[src/hdl/assert_macros.svh]
// Assertion macros for the RTL of the voltage select monitor.
`ifndef ASSERT_MACROS_SVH
`define ASSERT_MACROS_SVH

// Check a property on every rising clock edge outside reset.
`define PDVS_ASSERT(label, clk, rst, prop, msg) \
   label: assert property (@(posedge clk) disable iff (rst) (prop)) else $error(msg);

// Check an implication whose consequent must hold in the next cycle.
`define PDVS_ASSERT_NEXT(label, clk, rst, ante, cons, msg) \
   label: assert property (@(posedge clk) disable iff (rst) (ante) |=> (cons)) \
      else $error(msg);

`endif

[src/hdl/pdvs_pkg.sv]
// Shared types, constants and functions of the voltage select monitor.
package pdvs_pkg;

   localparam int unsigned SEL_W    = 3;
   localparam int unsigned NUM_SEL  = 5;
   localparam int unsigned ADC_W    = 8;
   localparam int unsigned LED_W    = NUM_SEL;
   localparam int unsigned PERIOD_W = 8;
   localparam int unsigned TICK_W   = 8;
   localparam int unsigned CSR_W    = 8;
   localparam int unsigned REQ_W    = 16;
   localparam int unsigned RSP_W    = 16;

   localparam logic [SEL_W-1:0] SEL_LAST = 3'd4;

   localparam logic [PERIOD_W-1:0] PERIOD_RESET = 8'd20;

   // configuration register indexes
   localparam logic CSR_INITIAL_SELECTION = 1'b0;
   localparam logic CSR_BLINK_PERIOD      = 1'b1;

   typedef struct packed {
      logic             busy;
      logic             done;
      logic [TICK_W-1:0] rem;
   } mod_status_type;

   // Window check: 1 when the sample is outside the selection's window.
   function automatic logic window_fault(input logic [SEL_W-1:0] sel,
                                         input logic [ADC_W-1:0] adc);
      logic [8:0] lo;
      logic [8:0] hi;
      unique case (sel)
         3'd0:    begin lo = 9'd57;  hi = 9'd69;  end
         3'd1:    begin lo = 9'd108; hi = 9'd120; end
         3'd2:    begin lo = 9'd146; hi = 9'd158; end
         3'd3:    begin lo = 9'd184; hi = 9'd197; end
         default: begin lo = 9'd247; hi = 9'd260; end
      endcase
      return !(({1'b0, adc} >= lo) && ({1'b0, adc} <= hi));
   endfunction

   // CFG3..CFG1 drive code of each selection.
   function automatic logic [2:0] pin_code(input logic [SEL_W-1:0] sel);
      logic [2:0] code;
      unique case (sel)
         3'd0:    code = 3'b001;
         3'd1:    code = 3'b000;
         3'd2:    code = 3'b100;
         3'd3:    code = 3'b110;
         default: code = 3'b010;
      endcase
      return code;
   endfunction

   function automatic logic [LED_W-1:0] sel_bit(input logic [SEL_W-1:0] sel);
      return LED_W'(1) << sel;
   endfunction

   // Out-of-range selection codes fold to 5V.
   function automatic logic [SEL_W-1:0] clamp_sel(input logic [SEL_W-1:0] sel);
      return (sel > SEL_LAST) ? '0 : sel;
   endfunction

endpackage

[src/hdl/pdvs_mod_unit.sv]
// Bit-serial remainder unit: tick count modulo blink period, one bit a cycle.
module pdvs_mod_unit (
   input  logic                            clock,
   input  logic                            reset,
   input  logic                            start,
   input  logic [pdvs_pkg::TICK_W-1:0]     dividend,
   input  logic [pdvs_pkg::PERIOD_W-1:0]   divisor,
   output pdvs_pkg::mod_status_type        status
);
   import pdvs_pkg::*;

   logic                busy_ff, busy_in;
   logic                done_ff, done_in;
   logic [2:0]          count_ff, count_in;
   logic [TICK_W-1:0]   rem_ff, rem_in;
   logic [TICK_W-1:0]   dividend_ff, dividend_in;
   logic [PERIOD_W:0]   divisor_ff, divisor_in;
   logic [TICK_W:0]     shifted;

   always_comb begin
      busy_in     = busy_ff;
      done_in     = 1'b0;
      count_in    = count_ff;
      rem_in      = rem_ff;
      dividend_in = dividend_ff;
      divisor_in  = divisor_ff;
      shifted     = {rem_ff, dividend_ff[count_ff]};
      if (start) begin
         busy_in     = 1'b1;
         count_in    = 3'd7;
         rem_in      = '0;
         dividend_in = dividend;
         // a zero period counts as 256
         divisor_in  = (divisor == '0) ? 9'd256 : {1'b0, divisor};
      end else if (busy_ff) begin
         // restore step: shift in one dividend bit, subtract when it fits
         if (shifted >= divisor_ff) begin
            rem_in = TICK_W'(shifted - divisor_ff);
         end else begin
            rem_in = shifted[TICK_W-1:0];
         end
         count_in = count_ff - 3'd1;
         if (count_ff == 3'd0) begin
            busy_in = 1'b0;
            done_in = 1'b1;
         end
      end
   end

   always_ff @(posedge clock) begin
      if (reset) begin
         busy_ff  <= 1'b0;
         done_ff  <= 1'b0;
         count_ff <= '0;
      end else begin
         busy_ff  <= busy_in;
         done_ff  <= done_in;
         count_ff <= count_in;
      end
      rem_ff      <= rem_in;
      dividend_ff <= dividend_in;
      divisor_ff  <= divisor_in;
   end

   assign status.busy = busy_ff;
   assign status.done = done_ff;
   assign status.rem  = rem_ff;

endmodule

[src/hdl/pd_voltage_select_monitor_core.sv]
// Top level of the supply voltage select and monitor block.
//
//   port group | dir | word contents (lowest bit first)
//   -----------+-----+-------------------------------------------------------
//   req_*      | in  | key_level[0], adc_sample[8:1], zero fill
//   rsp_*      | out | selection[2:0], trigger_pins[5:3], led_pattern[10:6],
//              |     | voltage_fault[11], store_request[12], zero fill
//   csr_*      | in  | index 0 initial_selection, index 1 blink_period
//
// One word per cycle unless the input stalls: each accepted poll tick is worked
// out in the cycle it is accepted and loaded into the output register at the
// accepting edge. A blocked output stalls the input only when the output
// register is full. A blink_period write starts a remainder pass (tick count
// modulo the new period, one bit a cycle), and the phase is loaded once it is done;
// req_tready stays low in the write cycle, during the pass and while the phase loads.
// Reset is synchronous and active high; it restores the register defaults.
module pd_voltage_select_monitor_core (
   input  logic                             clock,
   input  logic                             reset,
   // input: key_level, adc_sample
   input  logic                             req_tvalid,
   output logic                             req_tready,
   input  logic [pdvs_pkg::REQ_W-1:0]       req_tdata,
   // output: selection, trigger_pins, led_pattern, voltage_fault, store_request
   output logic                             rsp_tvalid,
   input  logic                             rsp_tready,
   output logic [pdvs_pkg::RSP_W-1:0]       rsp_tdata,
   input  logic                             csr_we,
   input  logic                             csr_index,
   input  logic [pdvs_pkg::CSR_W-1:0]       csr_wdata
);
   import pdvs_pkg::*;

   `include "assert_macros.svh"

   // tick state
   logic                 prev_key_ff, prev_key_in;
   logic [SEL_W-1:0]     cur_sel_ff, cur_sel_in;
   logic                 blink_en_ff, blink_en_in;
   logic [SEL_W-1:0]     blink_tgt_ff, blink_tgt_in;
   logic [LED_W-1:0]     led_ff, led_in;
   logic [TICK_W-1:0]    tick_ff, tick_in;
   logic [TICK_W-1:0]    phase_ff, phase_in;     // tick count modulo period
   logic [PERIOD_W-1:0]  period_ff, period_in;

   // output register
   logic                 rsp_valid_ff, rsp_valid_in;
   logic [RSP_W-1:0]     rsp_data_ff, rsp_data_in;

   // per-tick logic
   logic                 accept;
   logic                 key;
   logic [ADC_W-1:0]     adc;
   logic                 fall;
   logic [SEL_W-1:0]     sel;
   logic [LED_W-1:0]     led_step;
   logic [LED_W-1:0]     led_check;
   logic                 fault;
   logic [PERIOD_W:0]    period_full;
   logic [TICK_W:0]      phase_inc;

   logic                 mod_start;
   mod_status_type       mod_st;

   // checker terms
   logic                 phase_ok;
   logic                 blink_held;

   assign key = req_tdata[0];
   assign adc = req_tdata[ADC_W:1];

   // stall only on a full output register not being drained, a remainder pass or a csr write
   assign req_tready = (!rsp_valid_ff || rsp_tready) && !mod_st.busy && !mod_st.done
                       && !csr_we;
   assign accept     = req_tvalid && req_tready;

   assign mod_start  = csr_we && (csr_index == CSR_BLINK_PERIOD);

   pdvs_mod_unit u_mod (
      .clock    (clock),
      .reset    (reset),
      .start    (mod_start),
      .dividend (tick_ff),
      .divisor  (csr_wdata),
      .status   (mod_st)
   );

   always_comb begin
      prev_key_in  = prev_key_ff;
      cur_sel_in   = cur_sel_ff;
      blink_en_in  = blink_en_ff;
      blink_tgt_in = blink_tgt_ff;
      led_in       = led_ff;
      tick_in      = tick_ff;
      phase_in     = phase_ff;
      period_in    = period_ff;
      rsp_valid_in = rsp_valid_ff && !rsp_tready;
      rsp_data_in  = rsp_data_ff;

      // falling key edge: drop the current LED and step the selection
      fall     = prev_key_ff && !key;
      sel      = cur_sel_ff;
      led_step = led_ff;
      if (fall) begin
         led_step = led_ff & ~sel_bit(cur_sel_ff);
         sel      = (cur_sel_ff == SEL_LAST) ? '0 : cur_sel_ff + 3'd1;
      end

      fault     = window_fault(sel, adc);
      led_check = led_step;
      if (!fault) begin
         led_check = led_step | sel_bit(sel);
      end

      // next phase: follow the period, and restart with the 8-bit tick wrap
      period_full = (period_ff == '0) ? 9'd256 : {1'b0, period_ff};
      phase_inc   = {1'b0, phase_ff} + 9'd1;

      if (accept) begin
         prev_key_in  = key;
         cur_sel_in   = sel;
         blink_en_in  = fault;
         blink_tgt_in = fault ? sel : blink_tgt_ff;
         led_in       = led_check;
         // toggle the blinking LED on a phase-zero tick
         if (fault && (phase_ff == '0)) begin
            led_in = led_check ^ sel_bit(sel);
         end else if (!fault) begin
            led_in = led_check;
         end else begin
            led_in = led_check;
         end
         if (!fault) begin
            led_in = led_check;
         end
         tick_in = tick_ff + 8'd1;
         if ((tick_ff == '1) || (phase_inc == period_full)) begin
            phase_in = '0;
         end else begin
            phase_in = phase_inc[TICK_W-1:0];
         end
         rsp_valid_in = 1'b1;
         rsp_data_in  = RSP_W'({fall, fault, led_in, pin_code(sel), sel});
      end else if (csr_we) begin
         unique case (csr_index)
            CSR_INITIAL_SELECTION: cur_sel_in = clamp_sel(csr_wdata[SEL_W-1:0]);
            CSR_BLINK_PERIOD:      period_in  = csr_wdata[PERIOD_W-1:0];
            default:               period_in  = period_ff;
         endcase
      end

      // load the recomputed phase when the remainder pass finishes
      if (mod_st.done) begin
         phase_in = mod_st.rem;
      end
   end

   always_ff @(posedge clock) begin
      if (reset) begin
         prev_key_ff  <= 1'b1;
         cur_sel_ff   <= '0;
         blink_en_ff  <= 1'b0;
         blink_tgt_ff <= '0;
         led_ff       <= '0;
         tick_ff      <= '0;
         phase_ff     <= '0;
         period_ff    <= PERIOD_RESET;
         rsp_valid_ff <= 1'b0;
      end else begin
         prev_key_ff  <= prev_key_in;
         cur_sel_ff   <= cur_sel_in;
         blink_en_ff  <= blink_en_in;
         blink_tgt_ff <= blink_tgt_in;
         led_ff       <= led_in;
         tick_ff      <= tick_in;
         phase_ff     <= phase_in;
         period_ff    <= period_in;
         rsp_valid_ff <= rsp_valid_in;
      end
      rsp_data_ff <= rsp_data_in;
   end

   assign rsp_tvalid = rsp_valid_ff;
   assign rsp_tdata  = rsp_data_ff;

   assign phase_ok   = mod_st.busy || mod_st.done || (period_ff == '0) ||
                       (phase_ff < period_ff);
   assign blink_held = blink_en_ff && (blink_tgt_ff == cur_sel_ff);

   // phase always below the active period once the remainder pass is settled
   `PDVS_ASSERT(a_phase_range, clock, reset, phase_ok, "phase counter not below blink period")
   // no tick taken while the remainder pass runs
   `PDVS_ASSERT(a_no_accept_busy, clock, reset, !(mod_st.busy && accept), "tick taken while busy")
   // every accepted tick leaves a result in the output register
   `PDVS_ASSERT_NEXT(a_accept_result, clock, reset, accept, rsp_valid_ff, "tick left no result")
   // the blink target follows the selection whenever a fault is seen
   `PDVS_ASSERT_NEXT(a_blink_target, clock, reset, accept && fault, blink_held, "blink target lost")

endmodule

[config.mk]
export PLATFORM = sky130hd
export DESIGN_NAME = pd_voltage_select_monitor_core
export DESIGN_NICKNAME = d
export VERILOG_FILES = /design/src/hdl/pdvs_pkg.sv /design/src/hdl/pdvs_mod_unit.sv /design/src/hdl/pd_voltage_select_monitor_core.sv
export VERILOG_INCLUDE_DIRS = /design/src /design/src/hdl
export SDC_FILE = /design/constraint.sdc
export NUM_CORES = 1
export LEC_CHECK = 0
export ABC_AREA = 0
export BUFFER_PORTS_ARGS = -buffer_cell sky130_fd_sc_hd__buf_2
export CAP_MARGIN = 20
export CORE_MARGIN = 5
export CORE_UTILIZATION = 50
export DETAILED_ROUTE_END_ITERATION = 6
export GPL_TIMING_DRIVEN = 1
export PLACE_DENSITY = 0.8
export SLEW_MARGIN = 15
export SYNTH_ARGS = -nofsm -noshare
export SYNTH_HDL_FRONTEND = slang
export SYNTH_SLANG_ARGS = --single-unit
[constraint.sdc]
create_clock -name clock -period 5.5 [get_ports clock]
set_input_delay 0.825 -clock clock [delete_from_list [all_inputs] [get_ports clock]]
set_output_delay 0.825 -clock clock [all_outputs]
set_load 0.03 [all_outputs]
==> impl_metrics.csv, run 1 <==
group,metric,value,unit
detailed_routing,dr.pass1.iters,5,
floorplanning,die_w,106.6,microns
floorplanning,die_y,106.6,microns
clock_tree,cts_setup_buffers,0,
grt,grt_pass1_wl,18340,microns
sta,finalCriticalPeriod,4.071,ns
final_layout,diodes,0,
placed_design,dpl_cell_area,4858,sq um
critical_path,r2r_slack,1.43,ns
critical_path,timing.critical_path.buf_inv,1,
final_layout,fillers,780,
final_layout,final_cell_mix,"dfxtp_1 (47), buf_2 (37), nand2_1 (35)",
grt,track_usage,0.1982,
critical_path,crit_slowest_cell,"dfxtp_1",
sta,grt_setup_unrepaired,"false",
synthesis,synth-edff-count,30,
synthesis,syn_avg_cell_area,9.102,sq um
placed_design,dpl.hpwl,8020,microns
sta,slew_viol_final,0,
critical_path,r2r-start,"cur_sel_ff[0]",
final_layout,layout_commonest_cell,"dfxtp_1",
critical_path,critPathMaxFanout,12,
sta,slew_headroom,0.2842,
final_layout,nets,596,
grt,overflow,0,
critical_path,path_delay_family,"compound AO/OA/AOI/OAI gates",
clock_tree,clock_sinks,77,
min_path,hp-start,"led_ff[2]",
sta,finalCritPeriodShare,0.7402,
min_path,hold_depth,2,
detailed_routing,drt_iter0_markers,327,
placed_design,place.port_buffers,37,
clock_tree,clkTransAtPathRegs,0.09,ns
critical_path,path_class,"flip-flop to flip-flop",
critical_path,critPathMaxStageDelay,0.58,ns
sta,fin_tns_setup,0,ns
floorplanning,coreArea,9153,sq um
power_and_ir_drop,peakVddDrop,0.1409,mV
outcome,status,"completed",
power_and_ir_drop,powerDensity,297.9,nW/um^2
detailed_routing,totalWireLength,11080,microns
clock_tree,cts_tree,"yes",
synthesis,async_flop_share,0,
grt,grt_pass1_vias,3908,
synthesis,yosysWarningCount,0,
clock_tree,h-tree-depth,3,
final_layout,seq_area,1842,sq um
power_and_ir_drop,power.total,1.513,mW
floorplanning,start_util,0.5102,
clock_tree,ctsResizeCount,0,
sta,setup_viol_count_final,0,
clock_tree,cts_root_buf,"clkbuf_8",
job,cap_violations,0,
synthesis,synthCells,513,
clock_tree,cts_buffers,9,
min_path,hold_class,"flip-flop to flip-flop",
critical_path,crit_chain,"inv_1, ha_1, or3b_1, nand3b_1, o21ai_1, ha_1, a21o_1, a211oi_1, o21ai_0, a41o_1, a22oi_1, nor2_1",
final_layout,fin_area,5080,sq um
critical_path,critPathArrivalTime,4.18,ns
clock_tree,insertion_delay,0.36,ns
sta,max_freq,245.6,MHz
final_layout,drive_gt1_frac,0.1285,
critical_path,r2r_cells,12,
floorplanning,rows,35,
detailed_routing,drc,0,
power_and_ir_drop,leakagePower,1.987,nW
critical_path,cpMostUsedCell,"ha_1",
critical_path,cp-end-kind,"flip-flop",
final_layout,multiInputGateArea,2570,sq um
grt,grt_max_degree,40,
sta,clock_skew,0.01426,ns
min_path,hold-path-endpoint,"led_ff[2]",
final_layout,area_growth,8.789,%
placed_design,place_inst,632,
critical_path,required,5.61,ns
sta,tightest_slew,1.073,ns
synthesis,syn-cell-area,4669,sq um
synthesis,synth_cell_type_count,67,
grt,antenna_found_initial,0,
clock_tree,clockBufferDepth,2,
detailed_routing,vias,4023,
synthesis,synth_top_flop_cell,"dfxtp_1",
synthesis,seq_area_frac_synth,0.3944,
floorplanning,die_area,11370,sq um
synthesis,ys_seq_elements,77,
detailed_routing,antenna_left,0,
final_layout,fin_cells,648,
detailed_routing,vias_per_cell,6.208,
sta,hold_viol,0,
critical_path,r2r_end,"rsp_tdata[7]",
placed_design,place.gp.congestion,0.9384,
final_layout,final_core_util,0.5550,
detailed_routing,wl_per_cell,17.10,microns
clock_tree,cts_hold_buf,0,
floorplanning,io-pin-count,48,
critical_path,cp-start-kind,"flip-flop",
[worst max path at each step]
stage | from | end | slack (ns) | cells past startpoint
after floorplan | req_tdata[0] | rsp_tdata[6] | 1.82 | 14
after global placement | req_tdata[0] | rsp_tdata[8] | 1.43 | 13
after detailed placement | req_tdata[0] | rsp_tdata[8] | 1.36 | 13
after CTS | cur_sel_ff[0] | rsp_tdata[8] | 1.54 | 12
after global routing | cur_sel_ff[0] | rsp_tdata[9] | 1.27 | 13
final | cur_sel_ff[0] | rsp_tdata[7] | 1.43 | 12
[logic make-up after synthesis]
family | count (synthesis) | synth area share
and+or+nand+nor | 172 | 0.2015
adders and majority gates | 34 | 0.09271
buffers and inverters | 63 | 0.05681
muxes | 5 | 0.01876
xor gates and xnor gates | 18 | 0.03698
AOI/OAI and AO/OA | 143 | 0.1980
other | 1 | 0.0008031
DFF | 77 | 0.3944
[state kept, by name, summed over array words and instances, names as in the netlist]
name	flops
u_mod.count_ff	3
phase_ff	8
rsp_tvalid	1
tick_ff	8
u_mod.rem_ff	8
rsp_tdata	13
u_mod.divisor_ff	9
period_ff	8
u_mod.dividend_ff	8
prev_key_ff	1
u_mod.busy_ff	1
cur_sel_ff	3
led_ff	5
u_mod.done_ff	1
[layout make-up]
cell class | count | share of cell area
inverter | 32 | 0.02414
timing repair buffer | 37 | 0.03645
clock buffer | 12 | 0.03276
multi-input combinational | 375 | 0.5059
clock inverter | 4 | 0.01084
sequential | 77 | 0.3626
tap | 111 | 0.02734
[per-layer routing]
metal | part of all wire | global-route usage
met1 | 0.42 | 0.2503
met2 | 0.51 | 0.3363
met3 | 0.057 | 0.04154
met4 | 0.018 | 0.06941
met5 | 0 | 0
[power breakdown]
group          leakage, nW  internal [mW]  switching (mW)
combinational         1.21          0.145           0.225
clock                0.108          0.252           0.221
sequential           0.671          0.634          0.0367
total                 1.99           1.03           0.482
[cells in the mapped netlist, types with 3 or more instances]
cell type | instances | area [sq um]
or2_2 | 5 | 31.28
a211oi_1 | 6 | 45.04
o21ai_0 | 29 | 145.1
a41o_1 | 3 | 30.03
a22oi_1 | 9 | 67.56
clkbuf_1 | 21 | 78.83
a21o_1 | 4 | 30.03
xnor2_1 | 8 | 70.07
buf_2 | 3 | 15.01
edfxtp_1 | 30 | 900.9
nand3_1 | 21 | 105.1
dfxtp_1 | 47 | 940.9
o21a_1 | 9 | 67.56
a21oi_1 | 33 | 165.2
a21boi_0 | 5 | 37.54
o211ai_1 | 4 | 30.03
nor2_1 | 27 | 101.4
or4_1 | 3 | 22.52
a221oi_1 | 3 | 26.28
nand2_1 | 35 | 131.4
nand3b_1 | 4 | 30.03
nor2b_1 | 10 | 62.56
nor4_1 | 4 | 25.02
ha_1 | 33 | 412.9
and3_1 | 7 | 43.79
xor2_1 | 9 | 78.83
inv_1 | 30 | 112.6
or3_1 | 6 | 37.54
o31a_1 | 4 | 35.03
nand2b_1 | 7 | 43.79
nand4_1 | 12 | 75.07
nor3b_1 | 6 | 45.04
buf_4 | 6 | 45.04
and2_1 | 5 | 31.28
nor3_1 | 11 | 55.05
o21ai_1 | 3 | 15.01
o22ai_1 | 12 | 75.07
a31oi_1 | 6 | 37.54
[tightest hold or removal path, delay by kind of cell, from the launching register on]
family / cells / cell delay [ns]
AO/OA/AOI/OAI: 1 / 0.05
flip-flops: 1 / 0.33
AND/OR/NAND/NOR: 1 / 0.05
[metrics by stage]
stage                     hold WS [ns]  setup WS [ns]
after detailed placement        0.4400          1.361
after global routing            0.4803          1.273
after CTS                       0.4508          1.536
final                           0.4653          1.429
after global placement          0.4334          1.434
after floorplan                 0.4222          1.819
Note: power is estimated with default switching activity, not from simulation.
==> run 2: changes to the inputs <==
- PLACE_DENSITY: 0.8 -> 0.83
- clock period: 5.5 -> 3.5 ns (I/O delays scaled with it)
==> impl_metrics.csv, run 2 (synthesized netlist as in run 1, its figures left out) <==
group,metric,value,unit
min_path,hold_depth,1,
clock_tree,cts_buffers,9,
sta,slew_headroom,0.4334,
power_and_ir_drop,powerDensity,453.2,nW/um^2
floorplanning,die_w,106.6,microns
clock_tree,clock_sinks,77,
placed_design,dpl_cell_area,5016,sq um
sta,clock_skew,0.009575,ns
floorplanning,io-pin-count,48,
placed_design,dpl_worst_slack,0.01849,ns
placed_design,place.port_buffers,37,
grt,grt_pass1_vias,3853,
floorplanning,die_y,106.6,microns
sta,hold_viol,0,
min_path,hold_class,"primary input to flip-flop",
clock_tree,h-tree-depth,3,
sta,fin_tns_setup,0,ns
sta,whs,0.3643,ns
critical_path,critPathArrivalTime,3.48,ns
critical_path,r2r_end,"rsp_tdata[7]",
power_and_ir_drop,peakVddDrop,0.2409,mV
detailed_routing,vias,3966,
final_layout,drive_gt1_frac,0.1720,
detailed_routing,antenna_left,0,
critical_path,r2r_slack,0.13,ns
sta,setup_viol_count_final,0,
sta,finalCriticalPeriod,3.365,ns
final_layout,diodes,0,
job,cap_violations,0,
floorplanning,rows,35,
grt,grt_pass1_wl,17930,microns
clock_tree,cts_setup_buffers,0,
outcome,status,"completed",
placed_design,dpl.hpwl,7903,microns
clock_tree,cts_hold_buf,0,
power_and_ir_drop,leakagePower,2.095,nW
sta,grt_setup_unrepaired,"false",
placed_design,place.gp.congestion,0.8951,
detailed_routing,vias_per_cell,5.928,
critical_path,r2r_cells,13,
grt,grt_max_degree,39,
clock_tree,clockBufferDepth,2,
grt,antenna_found_initial,0,
critical_path,r2r-start,"cur_sel_ff[0]",
clock_tree,cts_tree,"yes",
final_layout,layout_commonest_cell,"dfxtp_1",
floorplanning,coreArea,9153,sq um
final_layout,fin_area,5246,sq um
floorplanning,die_area,11370,sq um
final_layout,fin_cells,669,
detailed_routing,drc,0,
critical_path,path_class,"flip-flop to flip-flop",
grt,track_usage,0.1950,
clock_tree,insertion_delay,0.36,ns
sta,timing.final.ws_setup,0.1348,ns
power_and_ir_drop,power.total,2.378,mW
final_layout,nets,617,
min_path,hp-start,"csr_wdata[6]",
sta,max_freq,297.2,MHz
final_layout,area_growth,12.35,%
sta,finalCritPeriodShare,0.9615,
clock_tree,clkTransAtPathRegs,0.08,ns
min_path,hold-path-endpoint,"u_mod.divisor_ff[6]",
detailed_routing,drt_iter0_markers,279,
clock_tree,cts_root_buf,"clkbuf_8",
sta,slew_viol_final,0,
final_layout,largest_reg_flops,13,
detailed_routing,wl_per_cell,16.10,microns
critical_path,required,3.61,ns
final_layout,final_core_util,0.5732,
detailed_routing,totalWireLength,10770,microns
floorplanning,start_util,0.5102,
critical_path,cp-end-kind,"flip-flop",
detailed_routing,dr.pass1.iters,4,
sta,tightest_slew,0.8435,ns
placed_design,place_inst,653,
grt,overflow,0,
final_layout,final_cell_mix,"dfxtp_1 (46), buf_2 (37), nand2_1 (35)",
critical_path,critPathMaxFanout,9,
critical_path,cp-start-kind,"flip-flop",
==> run 2: where the power goes <==
part	total (mW)	internal, mW	switching [mW]
combinational	0.616	0.259	0.357
sequential	1.05	0.996	0.0550
clock	0.711	0.373	0.338
==> run 2: how the worst max path moves through the flow <==
stage                  startpoint           end  slack (ns)  depth (start not counted)
CTS                 cur_sel_ff[0]  rsp_tdata[9]        0.03                         12
global placement     req_tdata[0]  rsp_tdata[6]        0.10                         13
global route        cur_sel_ff[1]  rsp_tdata[8]       0.003                         13
finish              cur_sel_ff[0]  rsp_tdata[7]        0.13                         13
floorplan           cur_sel_ff[0]  rsp_tdata[6]        0.02                         14
detailed placement   req_tdata[0]  rsp_tdata[8]        0.02                         13
==> run 2: final cells by class <==
type	instances	area [sq um]
sequential	77	1843
clock inverter	5	57.56
clock buffer	11	152.6
fill	771	3906
tap	111	138.9
multi-input combinational	375	2589
timing repair buffer	58	342.8
inverter	32	122.6
==> run 2: worst max-delay path: stages, from the launching register on <==
cell and delay [ns]:
dfxtp_1 0.34, ha_1 0.20, ha_1 0.32, a21oi_1 0.10
mux2i_4 0.18, inv_1 0.07, or2_2 0.29, ha_1 0.27
nand2b_1 0.16, a211o_1 0.29, a41o_1 0.23, a41o_2 0.36
a22oi_1 0.24, nor2_1 0.08
==> run 2: metal layers <==
metal,vias up,share of wire,GRT usage
li1,1966,-,-
met1,1851,0.44,0.2497
met2,131,0.48,0.3237
met3,18,0.060,0.03733
met4,0,0.019,0.08037
met5,-,0,0
==> run 2: what timing repair did <==
item,4_1_cts,5_1_grt
hold endpoints to repair,0,0
endpoints found under the setup margin,0,8
resized for setup,0,6
